File: src/rtl/core/lpc_pkg.sv
// ----------------------------------------------------------------------------
// lpc_pkg
// Shared widths and defaults for the LRU page cache.
// ----------------------------------------------------------------------------
package lpc_pkg;

    localparam int LPC_TAG_W       = 10;
    localparam int LPC_DATA_W      = 32;
    localparam int LPC_ENTRIES_DEF = 8;

endpackage

File: src/rtl/core/lru_page_cache_unit.sv
// ----------------------------------------------------------------------------
// lru_page_cache_unit
// Fully associative page cache with least-recently-used replacement.
// ----------------------------------------------------------------------------
// Usage:
//   Input channel (in_valid/in_ready) carries page_number and fill_data.
//   Output channel (out_valid/out_ready) returns hit and data_out: the cached
//   data on a hit, fill_data on a miss. One result per input transaction.
//   out_valid rises once the input has passed the input register and then a
//   single-pass tag match and recency update into the result register.
//   Throughput: one transaction per cycle while the receiver does not stall;
//   the parallel tag match over all ENTRIES slots and the age update are combinational.
//   Each slot keeps an age; age 0 is most recent, age ENTRIES-1 is evicted
//   once all slots are filled. Slots fill in index order.
//   Reset empties the cache (fill count and ages cleared) and drops any
//   transaction in flight.
//   When the receiver stalls, the result register holds, the input register
//   holds behind it and in_ready drops; nothing is lost or repeated.
// ----------------------------------------------------------------------------
module lru_page_cache_unit
    import lpc_pkg::*;
#(
    parameter int ENTRIES = LPC_ENTRIES_DEF
)
(
    input  logic                         clk,
    input  logic                         rst_n,
    input  logic                         in_valid,
    output logic                         in_ready,
    input  logic [LPC_TAG_W-1:0]         page_number,
    input  logic signed [LPC_DATA_W-1:0] fill_data,
    output logic                         out_valid,
    input  logic                         out_ready,
    output logic                         hit,
    output logic signed [LPC_DATA_W-1:0] data_out
);

    localparam int AW = (ENTRIES > 1) ? $clog2(ENTRIES) : 1;
    localparam int CW = $clog2(ENTRIES + 1);

    logic                         in_valid_reg;
    logic [LPC_TAG_W-1:0]         in_tag_reg;
    logic signed [LPC_DATA_W-1:0] in_data_reg;

    logic                         out_valid_reg;
    logic                         hit_reg, hit_next;
    logic signed [LPC_DATA_W-1:0] data_reg, data_next;

    logic [LPC_TAG_W-1:0]         tag_reg   [ENTRIES];
    logic signed [LPC_DATA_W-1:0] value_reg [ENTRIES];
    logic [AW-1:0]                age_reg   [ENTRIES];
    logic [AW-1:0]                age_next  [ENTRIES];
    logic [CW-1:0]                count_reg, count_next;

    logic                 advance;
    logic                 proc;
    logic                 full;
    logic [ENTRIES-1:0]   slot_valid;
    logic [ENTRIES-1:0]   match;
    logic [ENTRIES-1:0]   victim;
    logic [ENTRIES-1:0]   wr_sel;
    logic                 any_match;
    logic [AW-1:0]        hit_age;
    logic [LPC_DATA_W-1:0] hit_value;

    assign advance   = !out_valid_reg || out_ready;
    assign in_ready  = !in_valid_reg || advance;
    assign proc      = in_valid_reg && advance;
    assign full      = (count_reg == CW'(ENTRIES));
    assign out_valid = out_valid_reg;
    assign hit       = hit_reg;
    assign data_out  = data_reg;

    always_comb
    begin
        hit_value = '0;
        hit_age   = '0;
        for (int i = 0; i < ENTRIES; i++)
        begin
            slot_valid[i] = (CW'(i) < count_reg);
            match[i]      = slot_valid[i] && (tag_reg[i] == in_tag_reg);
            victim[i]     = (age_reg[i] == AW'(ENTRIES - 1));
            if (match[i])
            begin
                hit_value = hit_value | value_reg[i];
                hit_age   = hit_age | age_reg[i];
            end
        end
        any_match = |match;
    end

    always_comb
    begin
        count_next = count_reg;
        hit_next   = any_match;
        data_next  = any_match ? signed'(hit_value) : in_data_reg;
        for (int i = 0; i < ENTRIES; i++)
        begin
            wr_sel[i]   = 1'b0;
            age_next[i] = age_reg[i];
        end
        if (proc)
        begin
            for (int i = 0; i < ENTRIES; i++)
            begin
                if (any_match)
                begin
                    if (match[i])
                        age_next[i] = '0;
                    else if (slot_valid[i] && (age_reg[i] < hit_age))
                        age_next[i] = age_reg[i] + AW'(1);
                end
                else
                begin
                    wr_sel[i] = full ? victim[i] : (CW'(i) == count_reg);
                    if (wr_sel[i])
                        age_next[i] = '0;
                    else if (slot_valid[i])
                        age_next[i] = age_reg[i] + AW'(1);
                end
            end
            if (!any_match && !full)
                count_next = count_reg + CW'(1);
        end
    end

    always_ff @(posedge clk or negedge rst_n)
    begin
        if (!rst_n)
        begin
            in_valid_reg  <= 1'b0;
            out_valid_reg <= 1'b0;
            count_reg     <= '0;
            for (int i = 0; i < ENTRIES; i++)
                age_reg[i] <= '0;
        end
        else
        begin
            if (in_ready)
                in_valid_reg <= in_valid;
            if (advance)
                out_valid_reg <= in_valid_reg;
            count_reg <= count_next;
            for (int i = 0; i < ENTRIES; i++)
                age_reg[i] <= age_next[i];
        end
    end

    always_ff @(posedge clk)
    begin
        if (in_valid && in_ready)
        begin
            in_tag_reg  <= page_number;
            in_data_reg <= fill_data;
        end
        if (proc)
        begin
            hit_reg  <= hit_next;
            data_reg <= data_next;
        end
        for (int i = 0; i < ENTRIES; i++)
        begin
            if (wr_sel[i])
            begin
                tag_reg[i]   <= in_tag_reg;
                value_reg[i] <= in_data_reg;
            end
        end
    end

    a_count_range: assert property (@(posedge clk) disable iff (!rst_n)
        count_reg <= CW'(ENTRIES))
        else $error("fill count beyond capacity");

    a_single_match: assert property (@(posedge clk) disable iff (!rst_n)
        $onehot0(match))
        else $error("page present in more than one slot");

    a_one_victim: assert property (@(posedge clk) disable iff (!rst_n)
        full |-> $onehot(victim))
        else $error("no unique least recent slot while full");

    a_fill_grows: assert property (@(posedge clk) disable iff (!rst_n)
        (proc && !any_match && !full) |=> (count_reg == $past(count_reg) + CW'(1)))
        else $error("miss while not full did not allocate a slot");

    a_hit_flag: assert property (@(posedge clk) disable iff (!rst_n)
        proc |=> (out_valid_reg && (hit_reg == $past(any_match))))
        else $error("result does not reflect tag match");

endmodule
File: config.mk
export PLATFORM = sky130hd
export DESIGN_NAME = lru_page_cache_unit
export DESIGN_NICKNAME = d
export VERILOG_FILES = /design/src/rtl/core/lpc_pkg.sv /design/src/rtl/core/lru_page_cache_unit.sv
export SDC_FILE = /design/constraint.sdc
export NUM_CORES = 1
export LEC_CHECK = 0
export ABC_AREA = 1
export BUFFER_PORTS_ARGS = -buffer_cell sky130_fd_sc_hd__buf_2
export CAP_MARGIN = 10
export CORE_UTILIZATION = 40
export DETAILED_ROUTE_END_ITERATION = 10
export REMOVE_ABC_BUFFERS = 1
export SYNTH_ARGS = -nofsm -noshare
export SYNTH_HDL_FRONTEND = slang
export SYNTH_SLANG_ARGS = --single-unit
File: constraint.sdc
create_clock -name clk -period 4.5 [get_ports clk]
set_clock_uncertainty 0.1 [all_clocks]
set_input_delay 0.225 -clock clk [delete_from_list [all_inputs] [get_ports clk]]
set_output_delay 0.225 -clock clk [all_outputs]
set_load 0.02 [all_outputs]
======== Word-level counts from Yosys, hierarchy flattened ========
Memory sizes are Yosys's and may differ from the RTL's.
Cells that the tools add are included.
operators by class
  add/sub/neg operators ................... 9
  reduce and logical (&&, ||, !) cells .... 44
  multiplexer cells ....................... 90
  equality and inequality tests ........... 32
  magnitude comparators ................... 16
  bitwise gates (word level) .............. 14
operators by type and width
  kind                                                       number
  two-way mux 32 bit                                         9
  OR 32 bit                                                  7
  two-way mux 3 bit                                          48
  == test 10 bit                                             8
  two-way mux 1 bit                                          32
  adder 3 x 1 -> 3 bit, second input constant                8
  == test 3 bit, second input constant                       8
  less-than comparator 3 bit                                 8
  != test 3 x 2 -> 1 bit, second input constant              8
  AND reduction 3 bit                                        8
  nonzero test 3 bit                                         8
  OR 3 bit                                                   7
  logical AND 1 bit                                          19
  == test 3 x 4 -> 1 bit, first input constant               4
  less-than comparator 3 x 4 -> 1 bit, first input constant  4
  == test 2 x 4 -> 1 bit, first input constant               2
  less-than comparator 1 x 4 -> 1 bit, first input constant  2
  less-than comparator 2 x 4 -> 1 bit, first input constant  2
  two-way mux 8 bit                                          1
  OR reduction 8 bit                                         1
  adder 4 x 1 -> 4 bit, second input constant                1
  == test 1 x 4 -> 1 bit, first input constant               1
  == test 4 bit, second input constant                       1
  zero test 1 bit                                            4
  3 further kinds                                            4
storage, ports and cells
  bits in registers ....................... 105
  memories kept ........................... 2
  RAM bits ................................ 336
memory list
  name       depth  bits a word  rd ports  clocked after Yosys merged registers in  write ports  RTL line                   RTL
  value_reg  8      32           8         0                                        8            lru_page_cache_unit.sv:50  logic signed [LPC_DATA_W-1:0] value_reg [ENTRIES];
  tag_reg    8      10           8         0                                        8            lru_page_cache_unit.sv:49  logic [LPC_TAG_W-1:0] tag_reg [ENTRIES];

======== Depth between registers and ports, before layout ========
Gate-level depths: netlist of the first run.
  depth in word-level cells ............... 22
  depth in mapped cells ................... 21
  mapped depth without buffers ............ 20

======== Least setup slack after synthesis of the first run ========
OpenSTA, ideal clock, no wires.
  path type ............................... reg-to-reg
  start point ............................. register in_tag_reg[4]
  end point ............................... memory tag_reg[0][0], enable pin
  path slack .............................. 0.420 ns
  stages on the path, launching flop included .. 12
  required time ........................... 3.959 ns
  period minus slack after synthesis ...... 4.080 ns
  path buffers ............................ 2
  data arrival time ....................... 3.539 ns
  cells stage by stage .................... edfxtp_1 buf_6 xor2_1 nor2_1 nand3_2 nor2_2 nor2_4 nand3_2 buf_12 nor2_4 inv_1 nor2_1
RTL lines
  element                   RTL line                    RTL
  start: declaration        lru_page_cache_unit.sv:42   logic [LPC_TAG_W-1:0] in_tag_reg;
  start signal: assignment  lru_page_cache_unit.sv:153  in_tag_reg <= page_number;
  end: declaration          lru_page_cache_unit.sv:49

==> results of run 1 <==
==> where the power goes <==
part	total [mW]	switching, mW	internal [mW]
registers	5.38	0.350	5.03
logic	1.84	1.25	0.590
clock network	4.09	1.62	2.47
total	11.3	3.22	8.09
==> worst max-delay path, cell delays in order (launching register included) <==
cell      delay (ps)
edfxtp_1         780
nand2_1          150
nand2_1          110
inv_1             40
nand2_1           50
nor2_1            40
nand3_2          210
nand2_1          140
nor2_4           200
nand3_4          110
nor2_4           110
inv_1            250
nor2_4           690
buf_4            520
==> how the worst min path moves through the flow <==
stage,slack (ps),startpoint,to,cells after the start
6_report,140,rst_n,age_reg[18]$_DFFE_PN0P_,2
5_1_grt,200,rst_n,age_reg[18]$_DFFE_PN0P_,2
4_1_cts,150,rst_n,age_reg[21]$_DFFE_PN0P_,2
3_5_place_dp,240,rst_n,age_reg[21]$_DFFE_PN0P_,1
3_3_place_gp,230,rst_n,age_reg[19]$_DFFE_PN0P_,1
2_1_floorplan,-170,rst_n,age_reg[0]$_DFFE_PN0P_,0
==> synth_stat cells, drive strengths merged, types with 24 or more instances <==
| library cell | n | area (sq um) |
|---|---|---|
| o21ai | 24 | 124 |
| ha | 35 | 438 |
| a31oi | 25 | 171 |
| a21oi | 26 | 186 |
| nand3 | 224 | 1150 |
| nor2 | 129 | 541 |
| xnor2 | 30 | 263 |
| inv | 153 | 579 |
| nand2 | 402 | 1590 |
| dfrtp | 30 | 751 |
| buf | 38 | 243 |
| edfxtp | 411 | 12300 |
==> logic make-up after synthesis <==
kind of cell	Yosys count
fa+ha+maj	35
flops	441
compound gates	125
xor+xnor	39
buf+inv	218
simple gates	800
==> per-layer routing <==
| layer | track usage, % | up-vias | part of all wire (%) |
|---|---|---|---|
| met5 | 0 | - | 0 |
| met3 | 3.58 | 119 | 5.0 |
| met4 | 7.84 | 0 | 3.6 |
| met1 | 27.5 | 6221 | 44 |
| li1 | - | 6117 | - |
| met2 | 34.3 | 372 | 47 |
==> per-stage QoR <==
stage	cell area (sq um)	power, mW	setup slack [ps]	hold slack (ps)	util, %
3_5_place_dp	20600	7.27	662	244	43.1
5_1_grt	22700	11.8	380	198	47.5
6_report	22700	11.3	616	138	47.5
2_1_floorplan	19000	6.57	-855	-171	-
4_1_cts	22700	11.4	618	154	47.5
3_3_place_gp	20600	7.23	733	230	43.1
==> layout make-up <==
class	instances	area share (%)
Clock buffer	58	5.59
Clock inverter	28	1.65
Inverter	157	2.62
Multi-Input combinational cell	999	23.9
Sequential cell	441	57.7
Tap cell	615	3.39
Timing Repair Buffer	165	5.15
==> timing repair <==
item / 4_1_cts / 5_1_grt
resized for setup: 0 / 0
hold buffers: 47 / 0
endpoints found under the setup margin: 0 / 0
endpoints found under the hold margin: 76 / 0
==> run metrics, run 1 <==
worst-case clock buffer depth=3; Power Dens Cells=499 nW/um^2; R2R Path End=value_reg[0][114]$_DFFE_PP_; via count=12800; most common cell after layout, fill and taps aside=edfxtp_1; #FFs+latches synth=441; die height=222 um; GP Congestion=0.925; crit path time final=3880 ps; DRT Pass-1 Iters=5; # Post-CTS Setup Buffers=0; WL/cell=20.5 um; commonest non-fill, non-tap cells in the layout=edfxtp_1, nand2_1, nand3_1; Starting DRT DRC Count=1032; Seq/Total Area, Yosys=67.7%; Port Buffers=80; max-slew violation count=0; Fin. Hold Viols=0; simple-gate area share of the yosys netlist=18.6%; slew margin rel.=44.8%; Yosys Warn Count=0; # fillers=4169; antenna viol nets, final=0; Final Non-Filler Cells=2463; I/O pins=81; first-pass GRT wire length=76600 um; initial antenna violation count=0; Max IR drop VDD=342 uV; ys async rst share=6.80%; DPL Wire Length=30700 um; leakage power=8.67 nW; CTS tree=yes; Clk pin slew, worst setup/hold paths=60 ps; DRT Wirelength=50400 um; vias in the first global route=12800; post-synthesis mux area share=0%; max reg flops=256; ANT cells=0; GRT Resource Usage Total=20.8%; Post-synth EDFFs=411; H-tree depth reported by CTS=2; Critical Path End Type=flip-flop; crit path DAT=4020 ps; Critical Path Fanout Max=24; share of post-route cells with drive strength above 1=14.4%; Worst setup endpoint=value_reg[0][114]$_DFFE_PP_; Crit Path Class=flip-flop to flip-flop; Tightest Pin Transition=829 ps; Max Fclk=257 MHz; worst setup path start=in_tag_reg[4]$_DFFE_PP_; Nets=1892; residual DRC count=0; Register-to-Register Path Depth=13; Critical Path RT=4630 ps; P&R area growth vs syn=17.3%; clk sinks=441; Max-Cap Viols=0; top_reg_cell synth=edfxtp_1; largest family of logic cells by synthesized area=simple AND/OR/NAND/NOR gates; Syn Inst Count=1658; Reg-to-Reg Start=in_tag_reg[4]$_DFFE_PP_; multi-input combinational cell area=5410 sq um; worst skew pair latency=600 ps; CORE AREA=47700 sq um; initial core utilization=40.5%; Synth Area in XOR/XNOR=1.77%; TritonCTS Buffers=47; setup tns final=0 ps; Cell Area, Synth=19300 sq um; compound-cell area share of the yosys netlist=4.91%; Die ar.=49200 sq um; FP Rows=80; RSZ-0062 raised after global routing=false; Syn Area/Cell=11.7 sq um; Yosys cell types=55; startpoint types=flip-flop; grt ovf=0; period utilization=86.3%; Final Setup Violations=0; adder-cell share of the synthesized area=2.26%; root buf cell=clkbuf_16; outcome=finished, final reports clean; Die W=222 um; Via density=5.21; largest net degree at the start of global routing=58; flop2flop setup slack=620 ps; FF/Latch Area=13100 sq um; type of the tightest min-delay check=input port to asynchronous set/reset pin; dpl cells=2330
Power figures use the tool's default switching activity.
==> run 2, diff against run 1 <==
==> constraint.sdc (replaced) <==
create_clock -name clk -period 4.65 [get_ports clk]
set_clock_uncertainty 0.1 [all_clocks]
set_input_delay 0.2325 -clock clk [delete_from_list [all_inputs] [get_ports clk]]
set_output_delay 0.2325 -clock clk [all_outputs]
set_load 0.02 [all_outputs]
==> run 2 against run 1 <==
  * Setup slack improved by 8.9 ps
  * Critical path depth did not move
  * Non-clock buffer count stayed put
  * Combinational power shrank 3%
  * Sequential cell count unchanged
  * Die area unchanged
  * Core utilization is 0.24 points lower
  * Global-route usage fell by 0.37 points
  * Count of clock-buffer cells in the layout is 6 lower
  * Via count fell by 0.94%
  * Sequential power down 3%
  * Largest cell class unchanged
==> run metrics, run 2 (synthesized netlist as in run 1, its figures left out) <==
P&R area growth vs syn=16.7%; # Post-CTS Setup Buffers=0; initial antenna violation count=0; ANT cells=0; max-slew violation count=0; most common cell after layout, fill and taps aside=edfxtp_1; # resized after CTS=0; Port Buffers=80; Register-to-Register Path Depth=13; via count=12700; Crit Path Class=flip-flop to flip-flop; GP Congestion=0.936; Final Util=47.3%; Die ar.=49200 sq um; period utilization=86.6%; Via density=5.16; R2R Path End=value_reg[0][10]$_DFFE_PP_; first-pass GRT wire length=75600 um; I/O pins=81; TritonCTS Buffers=46; die height=222 um; commonest non-fill, non-tap cells in the layout=edfxtp_1, nand2_1, nand3_1; Max-Cap Viols=0; CTS tree=yes; vias in the first global route=12700; outcome=finished, final reports clean; startpoint types=flip-flop; Final Setup Violations=0; antenna viol nets, final=0; GRT Resource Usage Total=20.4%; Critical Path RT=4790 ps; Die W=222 um; grt ovf=0; Reg-to-Reg Start=in_tag_reg[8]$_DFFE_PP_; max reg flops=256; WL/cell=20.0 um; DRT Pass-1 Iters=5; DRT Wirelength=49400 um; RSZ-0062 raised after global routing=false; type of the tightest min-delay check=input port to asynchronous set/reset pin; Max Fclk=248 MHz; worst-case clock buffer depth=3; crit path DAT=4170 ps; slew margin rel.=42.0%; clk sinks=441; H-tree depth reported by CTS=2; largest net degree at the start of global routing=68; Total Power=10.7 mW; Critical Path End Type=flip-flop; DPL Wire Length=30000 um; root buf cell=clkbuf_16; Power Dens Cells=475 nW/um^2; Clk pin slew, worst setup/hold paths=70 ps; Nets=1891; initial core utilization=40.5%; flop2flop setup slack=620 ps; Fin. Hold Viols=0; Max IR drop VDD=267 uV; worst skew pair latency=600 ps; FP Rows=80; CORE AREA=47700 sq um; Critical Path Fanout Max=24; crit path time final=4030 ps; leakage power=8.61 nW; residual DRC count=0; Starting DRT DRC Count=1008; share of post-route cells with drive strength above 1=14.6%; Tightest Pin Transition=870 ps
run 2: cell count changes in the layout (fill, tap and decap cells not counted):
| cell | delta |
|---|---|
| clkbuf_8 | -3 |
| bufinv_16 | -3 |
| clkinv_4 | +3 |
| clkinvlp_4 | +4 |
| buf_4 | +1 |
| clkbuf_1 | -2 |
| buf_12 | -1 |
| clkinv_2 | +3 |
| clkbuf_16 | -1 |
| clkinv_1 | -2 |
run 2: routing by layer:
| metal | global-route usage, % | wire [um] |
|---|---|---|
| met3 | 2.61 | 2740 |
| met4 | 7.68 | 1430 |
| met2 | 32.9 | 22900 |
| met1 | 28.3 | 22300 |
| met5 | 0 | 0 |
run 2: critical path, cell delays in order (launching register included):
cell and delay, ps:
edfxtp_1 650, inv_1 180, nand2_1 90, nand2_1 100, nand2_1 80, nor2_1 50
nand3_2 220, nand2_1 140, nor2_4 190, nand3_4 210, nor2_4 160, inv_1 260
nor2_4 670, buf_4 510
run 2: stage by stage:
step           hold WS, ps  cells  cell area [sq um]  TNS (ps)  setup WS [ps]
2_1_floorplan         -163   1597              19000   -234960           -705
3_3_place_gp           245   2330              20600         0            700
3_5_place_dp           250   2330              20600         0            615
4_1_cts                157   2462              22600         0            590
5_1_grt                210   2462              22600         0            332
6_report               141   2462              22600         0            625
run 2: area by class of cell:
class,count,area (sq um)
Clock buffer,52,1190
Inverter,157,594
Tap cell,615,769
Fill cell,4246,25200
Clock inverter,33,348
Sequential cell,441,13100
Timing Repair Buffer,165,1160
Multi-Input combinational cell,999,5410
run 2: how the worst max path moves through the flow:
stage | startpoint | to | depth (start not counted)
6_report | in_tag_reg[8]$_DFFE_PP_ | value_reg[0][10]$_DFFE_PP_ | 13
5_1_grt | in_tag_reg[4]$_DFFE_PP_ | value_reg[0][32]$_DFFE_PP_ | 13
4_1_cts | in_tag_reg[4]$_DFFE_PP_ | value_reg[0][10]$_DFFE_PP_ | 13
3_5_place_dp | in_tag_reg[4]$_DFFE_PP_ | value_reg[0][22]$_DFFE_PP_ | 13
3_3_place_gp | in_tag_reg[4]$_DFFE_PP_ | value_reg[0][39]$_DFFE_PP_ | 13
2_1_floorplan | in_tag_reg[3]$_DFFE_PP_ | tag_reg[0][0]$_DFFE_PP_ | 11
run 2: power by group:
group	total, mW	internal, mW	leakage, nW	switching [mW]
clock network	3.72	2.15	0.750	1.57
logic	1.78	0.570	3.72	1.21
registers	5.21	4.87	4.13	0.341
run 2: repair_timing:
item | CTS | global route
setup endpoints to repair | 0 | 0
hold buffers | 47 | 0
hold endpoints to repair | 74 | 0
